<file path="config.mk">
export PLATFORM = sky130hd
export DESIGN_NAME = ip_address_classifier
export DESIGN_NICKNAME = d
export VERILOG_FILES = /design/src/sv/ipac_pkg.sv /design/src/sv/ip_address_classifier.sv
export SDC_FILE = /design/constraint.sdc
export NUM_CORES = 1
export LEC_CHECK = 0
export BUFFER_PORTS_ARGS = -buffer_cell sky130_fd_sc_hd__buf_2
export CAP_MARGIN = 20
export CORE_MARGIN = 1
export CORE_UTILIZATION = 57
export DETAILED_ROUTE_END_ITERATION = 16
export GPL_TIMING_DRIVEN = 0
export PLACE_DENSITY = 0.78
export SETUP_SLACK_MARGIN = 0.2
export SLEW_MARGIN = 10
export SYNTH_ARGS = -nofsm -noshare
export SYNTH_HDL_FRONTEND = slang
export SYNTH_SLANG_ARGS = --single-unit
export TNS_END_PERCENT = 100
</file>
<file path="constraint.sdc">
create_clock -name clk -period 8.9 [get_ports clk]
set_input_delay 1.335 -clock clk [delete_from_list [all_inputs] [get_ports clk]]
set_output_delay 1.335 -clock clk [all_outputs]
set_load 0.01 [all_outputs]
</file>
<file path="src/sv/ipac_pkg.sv">
package ipac_pkg;

  localparam int unsigned TYPE_W = 5;
  localparam int unsigned SCORE_W = 8;

  typedef logic [TYPE_W-1:0] type_code_t;
  typedef logic [SCORE_W-1:0] score_t;

  // Scope type codes
  localparam type_code_t TC_ZERO         = 5'd0;
  localparam type_code_t TC_INVALID      = 5'd1;
  localparam type_code_t TC_V4_PUBLIC    = 5'd2;
  localparam type_code_t TC_V4_SITE      = 5'd3;
  localparam type_code_t TC_V4_LINK      = 5'd4;
  localparam type_code_t TC_V4_LOCAL     = 5'd5;
  localparam type_code_t TC_V4_BCAST     = 5'd6;
  localparam type_code_t TC_V4_MC_LINK   = 5'd7;
  localparam type_code_t TC_V4_MC_SITE   = 5'd8;
  localparam type_code_t TC_V4_MC_PUBLIC = 5'd9;
  localparam type_code_t TC_V6_LOCAL     = 5'd10;
  localparam type_code_t TC_V6_PUBLIC    = 5'd11;
  localparam type_code_t TC_V6_SITE      = 5'd12;
  localparam type_code_t TC_V6_LINK      = 5'd13;
  localparam type_code_t TC_V6_MC_LINK   = 5'd14;
  localparam type_code_t TC_V6_MC_SITE   = 5'd15;
  localparam type_code_t TC_V6_MC_PUBLIC = 5'd16;

  localparam score_t SCORE_NONE = 8'd255;

  // Upper word of the low half for an IPv4-mapped address
  localparam logic [31:0] V4_MAPPED_TAG = 32'h0000_FFFF;

  // Highest IPv4 address still counted as link-scope multicast
  localparam logic [31:0] V4_MC_LINK_TOP = 32'hE000_00FF;

  // Register indexes on the config port
  localparam logic [1:0] REG_REF_ADDR_HIGH = 2'd0;
  localparam logic [1:0] REG_REF_ADDR_LOW  = 2'd1;
  localparam logic [1:0] REG_MASK_HIGH     = 2'd2;
  localparam logic [1:0] REG_MASK_LOW      = 2'd3;

  function automatic score_t score_of_type(input type_code_t tc);
    score_t s;
    case (tc)
      TC_V6_LOCAL:  s = 8'd0;
      TC_V4_LOCAL:  s = 8'd1;
      TC_V4_PUBLIC: s = 8'd2;
      TC_V4_SITE:   s = 8'd3;
      TC_V6_PUBLIC: s = 8'd4;
      TC_V6_SITE:   s = 8'd5;
      TC_V6_LINK:   s = 8'd6;
      TC_V4_LINK:   s = 8'd7;
      default:      s = SCORE_NONE;
    endcase
    return s;
  endfunction

endpackage

</file>
<file path="src/sv/ip_address_classifier.sv">
// IPv4/IPv6 address scope classifier. Each request carries one 128-bit
// address as addr_high/addr_low (IPv4 in the mapped form ::ffff:a.b.c.d) and
// yields one result: scope type_code, preference score (0..7, 255 when
// unranked), is_public, is_routable, and same_subnet against the reference
// address and mask held in the config registers. The block takes one request
// per clock while in_stall is low. The request lands in the input register
// when accepted, and compare logic then fills the result register from it and
// sets out_valid, unless a stalled result holds that register. in_stall follows
// out_stall only when both stages are full, so a waiting result does not
// stop the next request from entering. Config registers (64-bit, APB at
// 8*index: ref_addr_high, ref_addr_low, mask_high, mask_low) must be written
// while no request is in flight. A zero mask_high selects IPv4 mask mode.
module ip_address_classifier (
  input  logic                    clk,
  input  logic                    rst,
  // config port
  input  logic                    psel,
  input  logic                    penable,
  input  logic                    pwrite,
  input  logic [4:0]              paddr,
  input  logic [63:0]             pwdata,
  output logic [63:0]             prdata,
  output logic                    pready,
  // request channel
  input  logic                    in_valid,
  output logic                    in_stall,
  input  logic [63:0]             addr_high,
  input  logic [63:0]             addr_low,
  // result channel
  output logic                    out_valid,
  input  logic                    out_stall,
  output ipac_pkg::type_code_t    type_code,
  output ipac_pkg::score_t        score,
  output logic                    is_public,
  output logic                    is_routable,
  output logic                    same_subnet
);
  import ipac_pkg::*;

  // ---------------------------------------------------------------------
  // Config registers
  // ---------------------------------------------------------------------
  logic [63:0] ref_addr_high;
  logic [63:0] ref_addr_low;
  logic [63:0] mask_high;
  logic [63:0] mask_low;
  logic [1:0]  reg_idx;
  logic        cfg_wr;

  assign pready  = 1'b1;
  assign reg_idx = paddr[4:3];   // byte address 8*index, low bits ignored
  assign cfg_wr  = psel && penable && pwrite && pready;

  always_ff @(posedge clk) begin
    if (rst) begin
      ref_addr_high <= '0;
      ref_addr_low  <= '0;
      mask_high     <= '0;
      mask_low      <= '0;
    end else if (cfg_wr) begin
      case (reg_idx)
        REG_REF_ADDR_HIGH: ref_addr_high <= pwdata;
        REG_REF_ADDR_LOW:  ref_addr_low  <= pwdata;
        REG_MASK_HIGH:     mask_high     <= pwdata;
        REG_MASK_LOW:      mask_low      <= pwdata;
        default:           ;
      endcase
    end
  end

  always_comb begin
    case (reg_idx)
      REG_REF_ADDR_HIGH: prdata = ref_addr_high;
      REG_REF_ADDR_LOW:  prdata = ref_addr_low;
      REG_MASK_HIGH:     prdata = mask_high;
      REG_MASK_LOW:      prdata = mask_low;
      default:           prdata = '0;
    endcase
  end

  // ---------------------------------------------------------------------
  // Pipeline control: input stage, result stage
  // ---------------------------------------------------------------------
  logic        in_reg_valid;
  logic [63:0] hi;
  logic [63:0] lo;
  logic        res_load;
  logic        in_load;

  assign res_load = !out_valid || !out_stall;
  assign in_stall = in_reg_valid && !res_load;
  assign in_load  = in_valid && !in_stall;

  always_ff @(posedge clk) begin
    if (rst) begin
      in_reg_valid <= 1'b0;
    end else if (in_load) begin
      in_reg_valid <= 1'b1;
    end else if (res_load) begin
      in_reg_valid <= 1'b0;
    end
  end

  always_ff @(posedge clk) begin
    if (in_load) begin
      hi <= addr_high;
      lo <= addr_low;
    end
  end

  // ---------------------------------------------------------------------
  // Classification from the input register
  // ---------------------------------------------------------------------
  logic        hi_zero;
  logic        mapped;
  logic [31:0] v4;
  logic [7:0]  b0;
  logic [7:0]  b1;
  logic [15:0] v4_top;   // upper 16 bits of the IPv4 address
  logic [15:0] w0;       // first IPv6 group
  type_code_t  v4_tc;
  type_code_t  v6_tc;
  type_code_t  tc_next;
  logic        public_next;
  logic        routable_next;
  logic        subnet_next;
  logic        v6_global;
  logic        v6_ula;
  logic        ref_mapped;
  logic        mask_mapped;

  assign hi_zero = (hi == '0);
  assign mapped  = hi_zero && (lo[63:32] == V4_MAPPED_TAG);
  assign v4      = lo[31:0];
  assign b0      = v4[31:24];
  assign b1      = v4[23:16];
  assign v4_top  = v4[31:16];
  assign w0      = hi[63:48];

  assign v6_global = ((w0 & 16'hE000) == 16'h2000);
  assign v6_ula    = ((w0 & 16'hFE00) == 16'hFC00);

  // IPv4 scope
  always_comb begin
    if (b0 >= 8'd224) begin
      if (v4 == 32'hFFFF_FFFF)   v4_tc = TC_V4_BCAST;
      else if (b0 < 8'd239)      v4_tc = (v4 <= V4_MC_LINK_TOP) ? TC_V4_MC_LINK
                                                                : TC_V4_MC_PUBLIC;
      else if (b0 == 8'd239)     v4_tc = TC_V4_MC_SITE;
      else                       v4_tc = TC_INVALID;
    end else if (b0 == 8'd0) begin
      v4_tc = TC_INVALID;
    end else if (b0 == 8'd10) begin
      v4_tc = TC_V4_SITE;
    end else if (b0 == 8'd127) begin
      v4_tc = TC_V4_LOCAL;
    end else if (b0 == 8'd169) begin
      v4_tc = (b1 == 8'd254) ? TC_V4_LINK : TC_V4_PUBLIC;
    end else if (b0 == 8'd172) begin
      v4_tc = (b1[7:4] == 4'h1) ? TC_V4_SITE : TC_V4_PUBLIC;
    end else if (b0 == 8'd192) begin
      v4_tc = (b1 == 8'd168) ? TC_V4_SITE : TC_V4_PUBLIC;
    end else begin
      v4_tc = TC_V4_PUBLIC;
    end
  end

  // IPv6 scope, high half nonzero
  always_comb begin
    if (v6_global) begin
      v6_tc = TC_V6_PUBLIC;
    end else if (v6_ula) begin
      v6_tc = TC_V6_SITE;
    end else if ((w0 & 16'hFFC0) == 16'hFE80) begin
      v6_tc = TC_V6_LINK;
    end else if (w0[15:8] == 8'hFF) begin
      case (w0[3:0])
        4'h2:                   v6_tc = TC_V6_MC_LINK;
        4'h3, 4'h4, 4'h5, 4'h8: v6_tc = TC_V6_MC_SITE;
        4'hE:                   v6_tc = TC_V6_MC_PUBLIC;
        default:                v6_tc = TC_INVALID;
      endcase
    end else begin
      v6_tc = TC_INVALID;
    end
  end

  always_comb begin
    if (!hi_zero)              tc_next = v6_tc;
    else if (lo == 64'd0)      tc_next = TC_ZERO;
    else if (lo == 64'd1)      tc_next = TC_V6_LOCAL;
    else if (mapped)           tc_next = v4_tc;
    else                       tc_next = TC_INVALID;
  end

  // Public: 0/8, private, loopback, link and class D/E ranges excluded; IPv6 global only
  always_comb begin
    if (!hi_zero) begin
      public_next = v6_global;
    end else if (!mapped) begin
      public_next = 1'b0;
    end else if (b0 == 8'd0 || b0 == 8'd10 || b0 == 8'd127) begin
      public_next = 1'b0;
    end else if (b0 == 8'd169) begin
      public_next = (b1 != 8'd254);
    end else if (b0 == 8'd172) begin
      public_next = (b1[7:4] != 4'h1);
    end else if (b0 == 8'd192) begin
      public_next = (b1 != 8'd168);
    end else begin
      public_next = (b0 < 8'd224);
    end
  end

  // Routable: three IPv4 windows on the top 16 bits; IPv6 global or ULA
  always_comb begin
    if (!hi_zero) begin
      routable_next = v6_global || v6_ula;
    end else if (!mapped) begin
      routable_next = 1'b0;
    end else begin
      routable_next = (v4_top >= 16'h0100 && v4_top < 16'h7F00) ||
                      (v4_top >= 16'h8000 && v4_top < 16'hA9FE) ||
                      (v4_top >= 16'hA9FF && v4_top < 16'hE000);
    end
  end

  // Subnet match
  assign ref_mapped  = (ref_addr_high == '0) && (ref_addr_low[63:32] == V4_MAPPED_TAG);
  assign mask_mapped = (mask_low[63:32] == V4_MAPPED_TAG);

  always_comb begin
    if (mask_high == '0) begin
      // IPv4 mask mode; an all-zero IPv4 mask never matches
      subnet_next = mask_mapped && mapped && ref_mapped &&
                    (mask_low[31:0] != '0) &&
                    (((lo[31:0] ^ ref_addr_low[31:0]) & mask_low[31:0]) == '0);
    end else begin
      subnet_next = !mapped && !ref_mapped &&
                    (((hi ^ ref_addr_high) & mask_high) == '0) &&
                    (((lo ^ ref_addr_low) & mask_low) == '0);
    end
  end

  // ---------------------------------------------------------------------
  // Result register
  // ---------------------------------------------------------------------
  always_ff @(posedge clk) begin
    if (rst) begin
      out_valid <= 1'b0;
    end else if (res_load) begin
      out_valid <= in_reg_valid;
    end
  end

  always_ff @(posedge clk) begin
    if (res_load && in_reg_valid) begin
      type_code   <= tc_next;
      score       <= score_of_type(tc_next);
      is_public   <= public_next;
      is_routable <= routable_next;
      same_subnet <= subnet_next;
    end
  end

endmodule

</file>
Word level (Yosys, flattened, before mapping)
Memory sizes are Yosys's and may differ from the RTL's. A register that Yosys moved wholly into a read port is not among the register bits.
Index checks and enable logic that the tools add are counted.
- flip-flop bits (word level): 394
- memory bits (read-only): 128
- input bits: 204
- word-level logic and storage cells: 139
- memories: 1
- memories (name ; words ; width ; rd ports ; clocked after Yosys merged registers in ; wr ports ; line ; source):
    (no name shown) ; 16 ; 8 ; 1 ; 1 ; 0 ; ipac_pkg.sv:44 ; case (tc)
- $lt $le $gt $ge: 10
- equality and inequality tests: 30
- mux-type cells: 35
- bitwise operators: 6
- reduce and logical (&&, ||, !) cells: 45
- operators by type and width (cell ; count):
    $logic_not 64->1 ; 6
    $pmux 64 s4 ; 1
    $and 64x64->64 ; 2
    $xor 64x64->64 ; 2
    $eq 32x16->1 const B ; 3
    $eq 64x1->1 const B ; 1
    $eq 8x8->1 const B ; 7
    $mux 5 ; 9
    $and 32x32->32 ; 1
    $eq 32x32->1 const B ; 1
    $ge 16x16->1 const B ; 2
    $le 32x32->1 const B ; 1
    $logic_not 32->1 ; 1
    $lt 16x16->1 const B ; 2
    $reduce_bool 32->1 ; 1
    $xor 32x32->32 ; 1
    $logic_and 1x1->1 ; 17
    $ge 16x9->1 const B ; 1
    $lt 16x15->1 const B ; 1
    $lt 8x8->1 const B ; 2
    $mux 4 ; 4
    $ne 8x8->1 const B ; 2
    $mux 1 ; 15
    $mux 3 ; 5
    21 further kinds ; 38

Depth between registers and ports, before layout
Gate-level depths: netlist (run 1).
- depth after elaboration: 13
- mapped depth: 8
- gate-level depth less buffers: 7

Worst setup path after synthesis (run 1)
Ideal clock, no wire load.
- path type: input -> register
- start point: input out_stall
- end point: register hi[0] (enable)
- setup time: 631 ps
- arrival: 7219 ps
- path slack: 1050 ps
- stages: 2
- cells stage by stage: and3_1 nor2b_1
- cells in the longest elaborated chain, start to end: 6
- ends and longest elaborated chain (item ; line ; source):
    start, declared ; ip_address_classifier.sv:31 ; input logic out_stall,
    $logic_not 1->1 ; ip_address_classifier.sv:90 ; assign res_load = !out_valid || !out_stall;
    $logic_or 1x1->1 ; ip_address_classifier.sv:90 ;
    $logic_not 1->1 ; ip_address_classifier.sv:91 ; assign in_stall = in_reg_valid && !res_load;
    $logic_and 1x1->1 ; ip_address_classifier.sv:91 ;
    $logic_not 1->1 ; ip_address_classifier.sv:92 ; assign in_load = in_valid && !in_stall;
    $logic_and 1x1->1 ; ip_address_classifier.sv:92 ;
    net in_load ; ip_address_classifier.sv:88 ; logic in_load;
    end signal, assigned ; ip_address_classifier.sv:106 ; hi <= addr_high;
    end, declared ; ip_address_classifier.sv:85 ; logic [63:0] hi;
The timed path passes the listed nets, and every way through them passes these cells.
A chain may end at the register's enable or synchronous reset.

Worst setup path after layout (run 1)
- start point: input paddr[4]
- end point: output prdata[34]
- cells in the longest elaborated chain, start to end: 2
- ends and longest elaborated chain (item ; line ; source):
    start, declared ; ip_address_classifier.sv:20 ; input logic [4:0] paddr,
    $eq 2x2->1 (tied with other cells) ; ip_address_classifier.sv:72 ; case (reg_idx)
    $pmux 64 s4 * ; ip_address_classifier.sv:72 ;
    end, declared ; ip_address_classifier.sv:22 ; output logic [63:0] prdata,
Every way passes the cells marked *; elsewhere a longest branch is shown, timed or not.

==> load_flow_metrics.sql, run 1 <==
INSERT INTO impl_metrics (metric_group, metric, value, unit) VALUES
('status', 'run_status', 'completed', ''),
('drt', 'top_signal_layer_used', 'met5', ''),
('global_route', 'grt_first_pass_wirelength', '105000', 'um'),
('power_and_ir_drop', 'p_switching', '1.00', 'mW'),
('drt', 'drtIter0Drc', '2918', ''),
('setup_path', 'worst-r2r-cell-count', '8', ''),
('drt', 'antenna_violating_nets_post_route', '0', ''),
('setup_path', 'timing.critical_path.cells', 'clkbuf_1, clkbuf_1, clkbuf_1, mux4_2, buf_2', ''),
('layout', 'n_fill_cell', '2435', ''),
('clocking', 'cts_max_level', '2', ''),
('clocking', 'clock_tree.buffer_depth', '3', ''),
('sta', 'maxSlewViolCount', '0', ''),
('layout', 'finish.cell_count_without_fillers', '2548', ''),
('synthesis', 'biggest_area_contributors_in_the_synthesized_netlist', 'sky130_fd_sc_hd__dfxtp_1, sky130_fd_sc_hd__edfxtp_1, sky130_fd_sc_hd__nand2_1', ''),
('placement', 'place_area', '19800', 'um2'),
('run', 'maxCapViolations', '0', ''),
('power_and_ir_drop', 'pwr-share-comb', '7.6', '%'),
('clocking', 'clockRootBuffer', 'sky130_fd_sc_hd__clkbuf_16', ''),
('setup_path', 'cp_common_cell', 'sky130_fd_sc_hd__clkbuf_1', ''),
('synthesis', 'synth_largest_type_area_fraction', '29.1', '%'),
('setup_path', 'timing.critical_path.to_type', 'primary output', ''),
('drt', 'drtPass1Iterations', '9', ''),
('synthesis', 'post-synth-top-area-cell', 'sky130_fd_sc_hd__dfxtp_1', ''),
('clocking', 'hold_buffers', '0', ''),
('global_route', 'grt_remaining_overflow', '0', ''),
('power_and_ir_drop', 'switching_share', '25.0', '%'),
('synthesis', 'ys_top_cells_by_count', 'sky130_fd_sc_hd__nand2_1, sky130_fd_sc_hd__a21oi_1, sky130_fd_sc_hd__dfxtp_1, sky130_fd_sc_hd__edfxtp_1, sky130_fd_sc_hd__xor2_1', ''),
('sta', 'finalHoldViolCount', '0', ''),
('drt', 'route.layer.met1.wl', '26700', 'um'),
('synthesis', 'synth_enable_flop_cells', '140', ''),
('setup_path', 'cell_family_contributing_the_most_delay_on_the_critical_path', 'buffers and inverters', ''),
('sta', 'clock.fmax', '0.190', 'GHz'),
('clocking', 'worst_setup_hold_path_clk_slew', '0.06', 'ns'),
('clocking', 'clk-insertion-delay-late', '0.54', 'ns'),
('drt', 'vias', '17300', ''),
('synthesis', 'synth-seq-area-share', '52.7', '%'),
('sta', 'grt_setup_unrepaired', 'false', ''),
('power_and_ir_drop', 'power.density', '190', 'nW/um2'),
('synthesis', 'mappedNetlistArea', '17800', 'um2'),
('setup_path', 'critPathBufInv', '4', ''),
('synthesis', 'synth_async_sr_flop_share', '0', '%'),
('setup_path', 'critPathRequiredTime', '7.57', 'ns'),
('setup_path', 'critPathMaxFanout', '10', ''),
('layout', 'layout.core_utilization', '69.0', '%'),
('global_route', 'antenna_found_initial', '4', ''),
('layout', 'syn2layout_area_growth', '18.9', '%'),
('clocking', 'post-cts-setup-buffers', '0', ''),
('placement', 'detailedPlace.worstSlack', '3.86', 'ns'),
('placement', 'dp_hpwl', '57300', 'um'),
('setup_path', 'startpoint_type', 'input port', ''),
('power_and_ir_drop', 'share_of_total_power_in_the_clock_network', '42.2', '%'),
('synthesis', 'ys_seq_elements', '398', ''),
('layout', 'multi_input_area', '7960', 'um2'),
('global_route', 'global_route.usage.total', '46.9', '%'),
('layout', 'finish.net_count', '2325', ''),
('placement', 'routabilityCongestion', '1.04', ''),
('floorplan', 'std_cell_rows', '64', ''),
('setup_path', 'critical_path.slowest_cell', 'sky130_fd_sc_hd__clkbuf_1', ''),
('floorplan', 'initial_utilization', '58.1', '%'),
('floorplan', 'core_region_area', '30600', 'um2'),
('floorplan', 'io_pins', '287', ''),
('sta', 'worstMarginPinSlew', '1.29', 'ns'),
('placement', 'io_buffers', '279', ''),
('drt', 'routedWlPerCell', '29.5', 'um'),
('drt', 'post-route-drc-count', '0', ''),
('floorplan', 'die_w', '179', 'um'),
('synthesis', 'most_frequent_cell_after_synthesis', 'sky130_fd_sc_hd__nand2_1', ''),
('drt', 'wl_met2', '31000', 'um'),
('hold_path', 'whs_path_depth', '2', ''),
('synthesis', 'ys.flop_type', 'sky130_fd_sc_hd__dfxtp_1', ''),
('synthesis', 'yosysWarnings', '0', '');
## cell usage in the layout (no fill, tap or decap), types with 13 or more instances in the layout
| cell type | synthesis | layout |
|---|---|---|
| sky130_fd_sc_hd__edfxtp_1 | 140 | 140 |
| sky130_fd_sc_hd__xor2_1 | 129 | 129 |
| sky130_fd_sc_hd__mux4_2 | 64 | 64 |
| sky130_fd_sc_hd__a22oi_1 | 20 | 20 |
| sky130_fd_sc_hd__buf_2 | 5 | 285 |
| sky130_fd_sc_hd__nand2_1 | 529 | 529 |
| sky130_fd_sc_hd__a22o_1 | 22 | 22 |
| sky130_fd_sc_hd__clkbuf_1 | 93 | 103 |
| sky130_fd_sc_hd__clkbuf_16 | 0 | 41 |
| sky130_fd_sc_hd__a21oi_1 | 260 | 260 |
| sky130_fd_sc_hd__nor4_1 | 72 | 72 |
| sky130_fd_sc_hd__a221oi_1 | 22 | 22 |
| sky130_fd_sc_hd__nand4_1 | 43 | 43 |
| sky130_fd_sc_hd__nor2_1 | 19 | 19 |
| sky130_fd_sc_hd__nand3_1 | 13 | 13 |
| sky130_fd_sc_hd__dfxtp_1 | 258 | 258 |
## per-layer routing
layer / vias up / global-route usage (%)
li1: 7116 / -
met1: 8156 / 61.9
met2: 1621 / 67.7
met3: 372 / 16.3
met4: 4 / 24.4
met5: - / 0
## worst paths after layout
path	from	end	slack (ns)
hold reg to reg	mask_low[11]$_SDFFE_PP0P_	mask_low[11]$_SDFFE_PP0P_	0.49
hold / removal	mask_low[11]$_SDFFE_PP0P_	mask_low[11]$_SDFFE_PP0P_	0.49
setup / recovery	paddr[4]	prdata[34]	3.65
setup reg to reg	hi[56]$_DFFE_PP_	same_subnet$_DFFE_PP_	5.08
## worst reg2reg max path: stages (launching register included)
cell,delay (ns)
sky130_fd_sc_hd__edfxtp_1,0.51
sky130_fd_sc_hd__nor4_1,0.31
sky130_fd_sc_hd__buf_2,0.25
sky130_fd_sc_hd__nand4_1,0.31
sky130_fd_sc_hd__nor4_4,0.74
sky130_fd_sc_hd__nand2_1,0.38
sky130_fd_sc_hd__nor4_1,0.39
sky130_fd_sc_hd__a41oi_1,0.18
sky130_fd_sc_hd__nor4_1,0.50
## flip-flops by register name (all words and copies together) (netlist names), 4 cells and up
register	count
hi	64
ref_addr_low	64
ref_addr_high	64
mask_high	64
lo	64
type_code	5
score	4
mask_low	64
## layout make-up
type | count | share of cell area [%]
inverter | 5 | 0.0889
multi-input combinational | 1277 | 37.7
sequential | 398 | 44.4
buffer | 108 | 2.04
antenna | 1 | 0.0119
clock buffer | 54 | 5.23
tap | 396 | 2.35
timing repair buffer | 290 | 7.39
clock inverter | 19 | 0.830
## kinds of logic after synthesis
family / synth area share [%]
AOI/OAI and AO/OA: 11.7
xor gates and xnor gates: 6.36
buffers and inverters: 2.53
DFF: 52.7
muxes: 8.11
other: 0.0211
and+or+nand+nor: 18.5
## through the flow
| step | total power, mW | TNS (ns) | hold slack (ns) |
|---|---|---|---|
| finish | 4.02 | 0 | 0.493 |
| global route | 4.09 | 0 | 0.512 |
| CTS | 3.98 | 0 | 0.487 |
| detailed placement | 2.34 | 0 | 0.481 |
| global placement | 2.34 | -164.12 | 0.455 |
| floorplan | 2.16 | 0 | 0.444 |
## power groups by stage
stage | Sequential [mW] | Combinational, mW | Clock [mW]
3_3_place_gp | 2.06 | 0.278 | 0
4_1_cts | 2.01 | 0.292 | 1.68
2_1_floorplan | 2.02 | 0.143 | 0
6_report | 2.02 | 0.307 | 1.69
5_1_grt | 2.02 | 0.319 | 1.75
3_5_place_dp | 2.05 | 0.290 | 0
Note: power is estimated with default switching activity, not from simulation.
==> run 2, diff against run 1 <==
--- a/config.mk
+++ b/config.mk
@@ -5,13 +5,14 @@
 export SDC_FILE = /design/constraint.sdc
 export NUM_CORES = 1
 export LEC_CHECK = 0
+export ABC_AREA = 1
 export BUFFER_PORTS_ARGS = -buffer_cell sky130_fd_sc_hd__buf_2
 export CAP_MARGIN = 20
 export CORE_MARGIN = 1
-export CORE_UTILIZATION = 57
+export CORE_UTILIZATION = 52
 export DETAILED_ROUTE_END_ITERATION = 16
 export GPL_TIMING_DRIVEN = 0
-export PLACE_DENSITY = 0.78
+export PLACE_DENSITY = 0.75
 export SETUP_SLACK_MARGIN = 0.2
 export SLEW_MARGIN = 10
 export SYNTH_ARGS = -nofsm -noshare
==> constraint.sdc (replaced) <==
create_clock -name clk -period 4.5 [get_ports clk]
set_input_delay 0.675 -clock clk [delete_from_list [all_inputs] [get_ports clk]]
set_output_delay 0.675 -clock clk [all_outputs]
set_load 0.01 [all_outputs]
==> run 2 against run 1 <==
- clock power is 120% higher
- worst setup slack worse by 3.2 ns
- sequential share of layout area is 2.2 points lower
- sequential power is 97% higher
- global-route usage is 2.4 points lower
- utilization is 6.5 points lower
- clock skew is 0.015 ns higher
- clock-buffer cell count is 9 higher
- cell count is 27% higher
- combinational power is 130% higher
- area after synthesis is 5.4% higher
- via count is 14% higher
- largest power group unchanged
==> load_flow_metrics.sql, run 2 <==
INSERT INTO impl_metrics (metric_group, metric, value, unit) VALUES
('status', 'run_status', 'completed', ''),
('floorplan', 'std_cell_rows', '69', ''),
('drt', 'post-route-drc-count', '0', ''),
('setup_path', 'critPathRequiredTime', '3.83', 'ns'),
('placement', 'io_buffers', '281', ''),
('global_route', 'grt_start_max_net_pins', '71', ''),
('sta', 'finClkSkew', '0.0250', 'ns'),
('synthesis', 'biggest_area_contributors_in_the_synthesized_netlist', 'sky130_fd_sc_hd__dfxtp_1, sky130_fd_sc_hd__edfxtp_1, sky130_fd_sc_hd__nand2_1', ''),
('sta', 'grt_setup_unrepaired', 'false', ''),
('synthesis', 'synthCells', '2410', ''),
('clocking', 'cells_resized_by_post_cts_repair', '0', ''),
('floorplan', 'io_pins', '287', ''),
('synthesis', 'synth-seq-area-share', '50.0', '%'),
('clocking', 'hold_buffers', '0', ''),
('layout', 'syn2layout_area_growth', '18.5', '%'),
('synthesis', 'yosysWarnings', '0', ''),
('drt', 'post_drt_via_cell_ratio', '6.10', ''),
('clocking', 'post-cts-setup-buffers', '0', ''),
('drt', 'drtIter0Drc', '2807', ''),
('power_and_ir_drop', 'report.power.total', '8.36', 'mW'),
('synthesis', 'syn_avg_cell_area', '7.77', 'um2'),
('floorplan', 'core_region_area', '35500', 'um2'),
('layout', 'layout.cell_area.non_filler', '22200', 'um2'),
('drt', 'drt_wl_total', '83200', 'um'),
('floorplan', 'initial_utilization', '52.8', '%'),
('sta', 'final.min_clock_period', '4.04', 'ns'),
('drt', 'antenna_violating_nets_post_route', '0', ''),
('placement', 'place_area', '20700', 'um2'),
('sta', 'finalSetupTns', '0', 'ns'),
('setup_path', 'timing.critical_path.to_type', 'primary output', ''),
('hold_path', 'whs_path_depth', '1', ''),
('clocking', 'clockRootBuffer', 'sky130_fd_sc_hd__clkbuf_16', ''),
('synthesis', 'synth_enable_flop_cells', '140', ''),
('sta', 'slew_headroom', '13.1', '%'),
('synthesis', 'ys_seq_elements', '398', ''),
('setup_path', 'worst-r2r-cell-count', '9', ''),
('clocking', 'cts_max_level', '2', ''),
('power_and_ir_drop', 'static-leakage-power', '8.41', 'nW'),
('sta', 'post-route-period-util', '89.8', '%'),
('clocking', 'worst_setup_hold_path_clk_slew', '0.06', 'ns'),
('placement', 'detailedPlace.worstSlack', '0.552', 'ns'),
('clocking', 'clk-insertion-delay-late', '0.59', 'ns'),
('layout', 'final_cell_mix', 'sky130_fd_sc_hd__nand2_1, sky130_fd_sc_hd__nor2_1, sky130_fd_sc_hd__buf_2, sky130_fd_sc_hd__dfxtp_1, sky130_fd_sc_hd__a21oi_1', ''),
('placement', 'routabilityCongestion', '1.07', ''),
('setup_path', 'critPathMaxFanout', '10', ''),
('sta', 'worstMarginPinSlew', '1.30', 'ns'),
('global_route', 'first_global_vias', '18000', ''),
('synthesis', 'post-synth-top-area-cell', 'sky130_fd_sc_hd__dfxtp_1', ''),
('sta', 'setup_viol', '0', ''),
('layout', 'n_fill_cell', '3142', ''),
('layout', 'layout.core_utilization', '62.6', '%'),
('layout', 'finish.net_count', '2942', ''),
('hold_path', 'hold_path.class', 'input port to flip-flop', ''),
('synthesis', 'ys_top_cells_by_count', 'sky130_fd_sc_hd__nand2_1, sky130_fd_sc_hd__nor2_1, sky130_fd_sc_hd__dfxtp_1, sky130_fd_sc_hd__a21oi_1, sky130_fd_sc_hd__inv_1', ''),
('synthesis', 'mappedNetlistArea', '18700', 'um2'),
('clocking', 'cts-buffers-inserted', '44', ''),
('clocking', 'clock_tree.buffer_depth', '3', ''),
('layout', 'layout_commonest_cell', 'sky130_fd_sc_hd__nand2_1', ''),
('synthesis', 'synth_fp_nets', '2614', ''),
('power_and_ir_drop', 'power.density', '377', 'nW/um2'),
('floorplan', 'fp.dieArea', '36800', 'um2'),
('placement', 'dp_hpwl', '62900', 'um'),
('global_route', 'antenna_found_initial', '3', ''),
('setup_path', 'timing.critical_path.arrival', '3.37', 'ns'),
('sta', 'layout_setup_ws', '0.460', 'ns'),
('setup_path', 'reg2reg_setup_slack', '1.32', 'ns'),
('synthesis', 'ys.flop_type', 'sky130_fd_sc_hd__dfxtp_1', ''),
('floorplan', 'die_w', '192', 'um'),
('run', 'maxCapViolations', '0', ''),
('drt', 'drtPass1Iterations', '6', ''),
('synthesis', 'yosys.cell_types.count', '44', ''),
('drt', 'vias', '19700', ''),
('sta', 'maxSlewViolCount', '0', ''),
('layout', 'layout-drive-gt1-share', '16.1', '%'),
('global_route', 'global_route.usage.total', '44.5', '%'),
('power_and_ir_drop', 'peakVddDrop', '0.374', 'mV'),
('floorplan', 'die_height', '192', 'um'),
('global_route', 'grt_remaining_overflow', '0', ''),
('synthesis', 'most_frequent_cell_after_synthesis', 'sky130_fd_sc_hd__nand2_1', ''),
('global_route', 'grt_first_pass_wirelength', '117000', 'um'),
('synthesis', 'synth_async_sr_flop_share', '0', '%'),
('synthesis', 'synth_largest_type_area_fraction', '27.6', '%'),
('setup_path', 'critical_path_class', 'input port to primary output', ''),
('sta', 'clock.fmax', '0.248', 'GHz'),
('sta', 'finalHoldViolCount', '0', ''),
('clocking', 'cts_tree', 'done', ''),
('drt', 'routedWlPerCell', '25.7', 'um'),
('setup_path', 'startpoint_type', 'input port', ''),
('clocking', 'clock_sink_count', '398', '');
==> run 2: changes by cell type after synthesis, sizes merged, moves of 77 or more <==
cell    before  now
a211oi       0   99
inv          5  176
nand2      529  734
nor2        19  311
o21ai        5   82
xor2       129    9
==> run 2: area by class of cell <==
cell class              instances  area, um2  share of cell area (%)
repair buffers                282       1430                    6.46
diodes                          1       2.50                  0.0113
plain buffers                 110        473                    2.13
clock buffers                  63       1270                    5.74
clock inverters                19        176                   0.795
inverters                     177        669                    3.02
flip-flops and latches        398       9370                    42.2
well taps                     461        577                    2.60
multi-input cells            1725       8230                    37.1
==> run 2: layer usage <==
metal / up-vias / wire (um) / GRT usage, %
met4: 2 / 6660 / 32.6
li1: 8780 / - / -
met1: 9108 / 30700 / 55.7
met2: 1510 / 35600 / 67.0
met5: - / 16 / 0
met3: 331 / 10100 / 10.4
==> run 2: metrics by stage <==
step	instances	hold slack [ns]
6_report	3236	0.260
3_5_place_dp	3153	0.490
4_1_cts	3235	0.254
5_1_grt	3235	0.259
3_3_place_gp	3152	0.468
2_1_floorplan	2410	0.457
==> run 2: power by group <==
group / internal, mW / switching [mW] / total, mW
Clock: 2.14 / 1.54 / 3.68
Combinational: 0.214 / 0.494 / 0.709
Sequential: 3.85 / 0.126 / 3.98
Total: 6.21 / 2.16 / 8.36
==> run 2: worst paths after layout <==
| path | from | endpoint |
|---|---|---|
| min | addr_low[12] | lo[12]$_DFFE_PP_ |
| max | paddr[4] | prdata[34] |
| min reg2reg | mask_high[41]$_SDFFE_PP0P_ | mask_high[41]$_SDFFE_PP0P_ |
| max reg2reg | lo[59]$_DFFE_PP_ | same_subnet$_DFFE_PP_ |
==> run 2: kinds of logic (layout without fill, tap and decap cells) <==
kind of cell | Yosys count | count (layout) | synth area share, %
buffers and inverters | 287 | 651 | 6.07
flip-flops | 398 | 398 | 50.0
AND/OR/NAND/NOR | 1235 | 1235 | 27.2
other | 1 | 2 | 0.0200
AO/OA/AOI/OAI | 455 | 455 | 15.1
XOR/XNOR | 34 | 34 | 1.59
==> run 2: worst max-delay path, stage by stage <==
cell and delay [ns]:
sky130_fd_sc_hd__buf_2 0.16, sky130_fd_sc_hd__nand2_1 0.16, sky130_fd_sc_hd__clkbuf_1 0.67, sky130_fd_sc_hd__clkbuf_1 0.93, sky130_fd_sc_hd__o21ai_0 0.24, sky130_fd_sc_hd__a21oi_1 0.17
sky130_fd_sc_hd__o21ai_0 0.14, sky130_fd_sc_hd__buf_2 0.20
